==> config.mk <==
export PLATFORM = sky130hd
export DESIGN_NAME = prp_trig
export DESIGN_NICKNAME = d
export VERILOG_FILES = /design/src/rtl/prp_pkg.sv /design/src/rtl/prp_trig.sv
export SDC_FILE = /design/constraint.sdc
export NUM_CORES = 1
export LEC_CHECK = 0
export ABC_AREA = 1
export BUFFER_PORTS_ARGS = -buffer_cell sky130_fd_sc_hd__buf_2
export CORE_UTILIZATION = 30
export CTS_BUF_LIST = sky130_fd_sc_hd__clkbuf_8
export CTS_CLUSTER_DIAMETER = 80
export DETAILED_ROUTE_END_ITERATION = 8
export GPL_ROUTABILITY_DRIVEN = 0
export PLACE_DENSITY_LB_ADDON = 0.05
export SLEW_MARGIN = 20
export SYNTH_ARGS = -nofsm -noshare
export SYNTH_HDL_FRONTEND = slang
export SYNTH_SLANG_ARGS = --single-unit
==> constraint.sdc <==
create_clock -name clock -period 4 [get_ports clock]
set_input_delay 0.4 -clock clock [delete_from_list [all_inputs] [get_ports clock]]
set_output_delay 0.4 -clock clock [all_outputs]
set_load 0.05 [all_outputs]
==> src/rtl/prp_pkg.sv <==
// Shared constants, register indexes and the arctangent table for the point projector.
package prp_pkg;

   localparam int COORD_FRAC_BITS_DEF = 16;
   localparam int ANGLE_BITS_DEF = 12;

   localparam int CSR_ADDR_W = 3;
   localparam int CSR_DATA_W = 31;

   localparam int CORDIC_STEPS = 30;
   localparam int STEP_W = 5;
   localparam logic signed [33:0] CORDIC_GAIN_INV = 34'sh26DD3B6A;

   localparam logic [30:0] FOV_RESET = 31'd16777216;
   localparam logic [12:0] SCREEN_W_RESET = 13'd1280;
   localparam logic [12:0] SCREEN_H_RESET = 13'd720;
   localparam logic [15:0] GRID_RESET = 16'd129;

   typedef enum logic [CSR_ADDR_W-1:0] {
      REG_YAW    = 3'd0,
      REG_PITCH  = 3'd1,
      REG_FOV    = 3'd2,
      REG_SCR_W  = 3'd3,
      REG_SCR_H  = 3'd4,
      REG_GRID   = 3'd5
   } reg_index_type;

   // Arctangent of 2^-i as a fraction of a full turn scaled to 2^32.
   function automatic logic [31:0] prp_atan(input logic [STEP_W-1:0] idx);
      logic [31:0] val;
      unique case (idx)
         5'd0:  val = 32'h20000000;
         5'd1:  val = 32'h12E4051E;
         5'd2:  val = 32'h09FB385B;
         5'd3:  val = 32'h051111D4;
         5'd4:  val = 32'h028B0D43;
         5'd5:  val = 32'h0145D7E1;
         5'd6:  val = 32'h00A2F61E;
         5'd7:  val = 32'h00517C55;
         5'd8:  val = 32'h0028BE53;
         5'd9:  val = 32'h00145F2F;
         5'd10: val = 32'h000A2F98;
         5'd11: val = 32'h000517CC;
         5'd12: val = 32'h00028BE6;
         5'd13: val = 32'h000145F3;
         5'd14: val = 32'h0000A2FA;
         5'd15: val = 32'h0000517D;
         5'd16: val = 32'h000028BE;
         5'd17: val = 32'h0000145F;
         5'd18: val = 32'h00000A30;
         5'd19: val = 32'h00000518;
         5'd20: val = 32'h0000028C;
         5'd21: val = 32'h00000146;
         5'd22: val = 32'h000000A3;
         5'd23: val = 32'h00000051;
         5'd24: val = 32'h00000029;
         5'd25: val = 32'h00000014;
         5'd26: val = 32'h0000000A;
         5'd27: val = 32'h00000005;
         5'd28: val = 32'h00000003;
         5'd29: val = 32'h00000001;
         default: val = 32'h00000000;
      endcase
      return val;
   endfunction

endpackage

==> src/rtl/prp_trig.sv <==
// Iterative CORDIC that turns one angle register into its cosine and sine in Q1.30.
module prp_trig #(
   parameter int ANGLE_BITS = prp_pkg::ANGLE_BITS_DEF
) (
   input  logic                     clock,
   input  logic                     reset,
   input  logic                     start,
   input  logic [ANGLE_BITS-1:0]    angle,
   output logic                     busy,
   output logic signed [31:0]       cos_val,
   output logic signed [31:0]       sin_val
);
   import prp_pkg::*;

   logic                     busy_ff;
   logic [STEP_W-1:0]        step_ff;
   logic signed [33:0]       x_ff, y_ff;
   logic signed [32:0]       z_ff;
   logic                     flip_ff;
   logic signed [31:0]       cos_ff, sin_ff;

   logic [31:0]              phase;
   logic                     flip_in;
   logic [31:0]              phase_adj;
   logic signed [33:0]       dx, dy;
   logic signed [32:0]       turn;
   logic signed [33:0]       x_in, y_in;
   logic signed [32:0]       z_in;

   always_comb begin
      phase = {angle, {(32-ANGLE_BITS){1'b0}}};
      flip_in = phase[31] ^ phase[30];
      phase_adj = flip_in ? (phase + 32'h8000_0000) : phase;
      dx = y_ff >>> step_ff;
      dy = x_ff >>> step_ff;
      turn = $signed({1'b0, prp_atan(step_ff)});
      if (z_ff >= 0) begin
         x_in = x_ff - dx;
         y_in = y_ff + dy;
         z_in = z_ff - turn;
      end else begin
         x_in = x_ff + dx;
         y_in = y_ff - dy;
         z_in = z_ff + turn;
      end
   end

   always_ff @(posedge clock) begin
      if (reset) begin
         busy_ff <= 1'b0;
         step_ff <= '0;
      end else if (start) begin
         busy_ff <= 1'b1;
         step_ff <= '0;
      end else if (busy_ff) begin
         step_ff <= step_ff + 1'b1;
         if (step_ff == STEP_W'(CORDIC_STEPS - 1)) begin
            busy_ff <= 1'b0;
         end
      end
   end

   always_ff @(posedge clock) begin
      if (start) begin
         x_ff <= CORDIC_GAIN_INV;
         y_ff <= '0;
         z_ff <= $signed({phase_adj[31], phase_adj});
         flip_ff <= flip_in;
      end else if (busy_ff) begin
         x_ff <= x_in;
         y_ff <= y_in;
         z_ff <= z_in;
         if (step_ff == STEP_W'(CORDIC_STEPS - 1)) begin
            cos_ff <= flip_ff ? 32'(-x_in) : 32'(x_in);
            sin_ff <= flip_ff ? 32'(-y_in) : 32'(y_in);
         end
      end
   end

   assign busy = start | busy_ff;
   assign cos_val = cos_ff;
   assign sin_val = sin_ff;

endmodule

======== After elaboration in Yosys (flattened, before gate mapping) ========
Memory sizes are Yosys's and may differ from the RTL's. A register that Yosys moved wholly into a read port is not among the register bits.
Cells that the tools add are included.
storage, ports and cells
  flip-flop bits (word level) ............. 172
  memory bits (read-only) ................. 960
  bits of input ports ..................... 15
  output and inout bits ................... 65
  word-level logic and storage cells ...... 42
  memories ................................ 1
cells by class
  add/subtract/negate cells ............... 10
  order comparisons ....................... 1
  equality and inequality tests ........... 1
  shifts and indexed selects .............. 2
  muxes and demuxes ....................... 13
  bitwise operators ....................... 3
  reduce and logical (&&, ||, !) cells .... 3
memories
  memory           words  width  rd ports  clocked after memory_dff  write ports  line           RTL
  (no name shown)  32     30     1         1                         0            prp_pkg.sv:31  unique case (idx)
operators with widths
  kind                      number
  $mux W33                  3
  $mux W32                  3
  $add A34 B34 Y34          2
  $mux W34                  2
  $sshr A34 B5 Y34          2
  $sub A34 B34 Y34          2
  $neg A32 Y32              2
  $add A33 B33 Y33          1
  $ge A33 B1 Y1 const B     1
  $sub A33 B33 Y33          1
  $add A32 B32 Y32 const B  1
  $mux W5                   2
  $add A5 B1 Y5 const B     1
  $eq A5 B5 Y1 const B      1
  $mux W1                   3
  $reduce_and A3 Y1         1
  $reduce_bool A2 Y1        1
  $reduce_or A2 Y1          1
  $not A1 Y1                1
  $or A1 B1 Y1              1
  $xor A1 B1 Y1             1

======== Logic depth before layout (Yosys ltp) ========
  word-level depth ........................ 5
  gate-level depth with buffers ........... 43
  gate-level depth less buffers ........... 41

======== Worst setup path before layout ========
No wires, ideal clock.
  path kind ............................... flip-flop to flip-flop
  from .................................... reg step_ff[4]
  to ...................................... reg cos_ff[0] (netlist: cos_val[0]) (enable)
  library setup time ...................... 487 ps
  data arrival time ....................... 3868 ps
  required time ........................... 3513 ps
  setup slack ............................. -355 ps
  stages on the path, launching flop included .. 6
  buffers on the path ..................... 3
  clock period less this slack ............ 4355 ps
  cells stage by stage .................... dfxtp_1 -> clkbuf_1 -> clkbuf_1 -> buf_1 -> nand4_1 -> nor2_1
between the ends
  cells in the longest elaborated chain, start to end .. 2
RTL lines
  what                                line            RTL
  from (decl)                         prp_trig.sv:16  logic [STEP_W-1:0] step_ff;
  from (signal assigned)              prp_trig.sv:56  step_ff <= step_ff + 1'b1;
  $eq A5 B5 Y1                        prp_trig.sv:73  if (step_ff == STEP_W'(CORDIC_STEPS - 1)) begin
  $reduce_and A3 Y1 (no source line)  --
  to (signal assigned)                prp_trig.sv:74  cos_ff <= flip_ff ? 32'(-x_in) : 32'(x_in);
  to (decl)                           prp_trig.sv:20  logic signed [31:0] cos_ff, sin_ff;
No other way between the ends.
A chain may end at the register's enable or synchronous reset.

======== Final worst setup path ========
  from .................................... reg step_ff[0]
  to ...................................... reg cos_ff[31] (netlist: cos_val[31]) (data pin)
between the ends
  cells in the longest elaborated chain, start to end .. 5
  elaborated cells on any way between the ends .. 6
  classes of those cells .................. 3 x add/sub; 1 x shift; 2 x mux
RTL lines
  what                                                  line                            RTL
  $sshr A34 B5 Y34 *                                    prp_trig.sv:34                  dx = y_ff >>> step_ff;
  $add A34 B34 Y34 or $sub A34 B34 Y34 (tied branches)  prp_trig.sv:42, prp_trig.sv:38
  $mux W34 *                                            prp_trig.sv:37                  if (z_ff >= 0) begin
  $neg A32 Y32                                          prp_trig.sv:74
  $mux W32 *                                            prp_trig.sv:74
Mark *: on every way between the ends. The rest lies on a longest branch, timed or not.

==> reports/metrics.cfg <==
[worst_setup_path]
end_kind = flip-flop
path_common_cell = nand2_1
crit_required_ns = 4.40
crit_arrival_ns = 5.32
crit_type = flip-flop to flip-flop
crit_fanout = 9
cp_slowest_cell = dfxtp_4
startpoint_type = flip-flop
cp_slowest_stage_delay_ns = 0.37

[sta]
maxSlewViolCount = 0
tightest_slew_ns = 0.931
finalSetupViolCount = 94
worst_slack_ns = -0.917
grt_setup_unrepaired = true
slew_headroom_pct = 37.5
clock_skew_ns = 0.0613
hold_violations = 0
fin_crit_sh_pct = 123
finalCriticalPeriod_ns = 4.92
fmax_ghz = 0.203

[synth]
synth_top_area_share_pct = 16.8
synth_edf_count = 98
synthTopCellsByArea = nand2_1, edfxtp_1, nand3_1
syn-num-nets = 3539
ys.flop_type = dfxtp_1
yosysWarnings = 0
avgSynthCellArea_um2 = 6.22
async_flop_share_pct = 0
synth_cell_types = 67
ys_seq_area_share_pct = 23.7
synth-seq-cells = 202
synthCells = 3407
synth_top_area_cell = nand2_1
mappedNetlistArea_um2 = 21200

[global_routing]
grt-ovfl-total = 0
grt_max_degree = 54
grt_pass1_wl_um = 145000
grt_pass1_vias = 25881
grt_usage_pct = 25.9
antenna_found_initial = 2

[clock_tree]
cts_root_buf = clkbuf_8
clk_pin_slew_worst_paths_ns = 0.06
h-tree-depth = 2
insertion_delay_ns = 0.66
cts.sinks = 202
clockBufferDepth = 3
numCtsBuffers = 45
cts_tree = yes

[cells_and_area]
stdcell_count = 5371
drive_gt1_share_pct = 44.6
layout_commonest_cell = buf_4
fin_nets = 4525
fillers = 7097
final_cell_mix = buf_4, nand2_1, inv_1
area_growth_pct = 64.8

[die]
dieArea_um2 = 71700
coreArea_um2 = 69900
die_height_um = 268
rows = 97
die_width_um = 268
floorplan.initialDensity_pct = 30.3
io_pins = 80

[route]
routed_wl_um = 96300
via_per_inst = 5.00
ant_nets = 0
detail_route.drc_violations = 0
dr.pass1.iters = 5
vias = 26863
drt-initial-drc-count = 1816
wire_per_inst_um = 17.9

[placed_design]
port_buffers = 79
dp_cells = 5145
place_hpwl_um = 73900

[flow_run]
maxCapViolations = 0

[status]
status = finished with violations
violations = negative setup slack

[hold_path]
hp-class = primary input to flip-flop

## cell type report
cell class                 count  area (µm²)  share of cell area [%]
sequential                   202        5040                    14.4
timing repair buffer        1055        8320                    23.8
clock inverter                29         225                   0.645
antenna                        1        2.50                 0.00716
inverter                     377        1450                    4.15
timing repair inverter         1        8.76                  0.0251
clock buffer                  55         757                    2.17
tap                          940        1180                    3.37
multi-input combinational   2711       18000                    51.4
## final timing paths
path	startpoint	to	slack (ns)	depth (start not counted)
hold reg to reg	y_ff[0]$_SDFFE_PP0P_	y_ff[0]$_SDFFE_PP0P_	0.52	2
hold / removal	angle[4]	z_ff[24]$_DFFE_PP_	0.05	3
setup / recovery	step_ff[0]$_SDFFE_PP0P_	cos_val[31]$_DFFE_PP_	-0.92	34
setup reg to reg	step_ff[0]$_SDFFE_PP0P_	cos_val[31]$_DFFE_PP_	-0.92	34
## flip-flops by register name, indices dropped and copies added, names as in the netlist
| signal | count |
|---|---|
| cos_val | 32 |
| x_ff | 34 |
| step_ff | 5 |
| flip_ff | 1 |
| busy_ff | 1 |
| turn | 30 |
| y_ff | 34 |
| sin_val | 32 |
| z_ff | 33 |
## metal layers
layer / vias up / routed length, µm / share of wire (%) / track usage (%)
met3: 169 / 4920 / 5.1 / 3.05
met2: 733 / 44800 / 47 / 43.0
met5: - / 0 / 0 / 0
met4: 0 / 2840 / 2.9 / 7.18
li1: 13280 / - / - / -
met1: 12681 / 43800 / 45 / 35.3
## kinds of logic (layout without fill, tap and decap cells)
| group | Yosys count | after routing | synth area share (%) |
|---|---|---|---|
| DFF | 202 | 202 | 23.7 |
| AOI/OAI and AO/OA | 483 | 483 | 13.2 |
| and+or+nand+nor | 1937 | 1937 | 39.2 |
| xor gates and xnor gates | 174 | 174 | 7.47 |
| adders and majority gates | 117 | 117 | 7.01 |
| buffers and inverters | 494 | 1517 | 9.42 |
| other | 0 | 1 | 0 |
## synth_stat cells (all sizes together) (3+ instances only)
cell / count
nand3: 480
a21oi: 168
a31oi: 20
xor2: 123
clkbuf: 51
or2: 10
o211ai: 3
fa: 3
clkinv: 3
dfxtp: 104
a311oi: 3
a22o: 3
o31ai: 8
nor2: 362
xnor2: 51
o21ai: 193
a22oi: 3
o21a: 13
nand2: 965
o22ai: 18
nor3: 54
nor4: 7
o311ai: 3
nand3b: 8
a21boi: 5
nand4: 45
inv: 374
a221oi: 5
edfxtp: 98
a21o: 16
ha: 114
buf: 66
o21bai: 8
o221ai: 3
## metrics by stage
step / worst slack, ns / area (µm²) / TNS, ns / util [%] / hold slack [ns]
after floorplan: -0.161 / 21700 / -2.31 / - / 0.468
after CTS: -0.800 / 32900 / -35.28 / 47.0 / 0.00580
after detailed placement: -1.43 / 29200 / -78.24 / 41.7 / 0.512
after global placement: -1.42 / 29200 / -76.85 / 41.7 / 0.514
after global routing: -1.19 / 34900 / -75.35 / 50.0 / 0.0360
final: -0.917 / 34900 / -48.08 / 50.0 / 0.0527
## worst max-delay path: cells and delay by family, from the launching register on
kind,cells,cell delay [ns]
and+or+nand+nor,17,1.72
DFF,1,0.37
adders and majority gates,2,0.43
xor gates and xnor gates,2,0.33
AOI/OAI and AO/OA,6,0.98
buffers and inverters,7,0.86
## what timing repair did
item | CTS | global route
gates resized for setup | 501 | 389
setup buffers | 67 | 62
hold endpoints to repair | 3 | 0
setup endpoints to repair | 108 | 116
gates cloned | 7 | 2
pin swaps | 159 | 185
hold buffers | 3 | 0
Power is left out: the tool's default activity adds up to more than one toggle a clock period on the data nets, which glitch-free logic cannot reach.
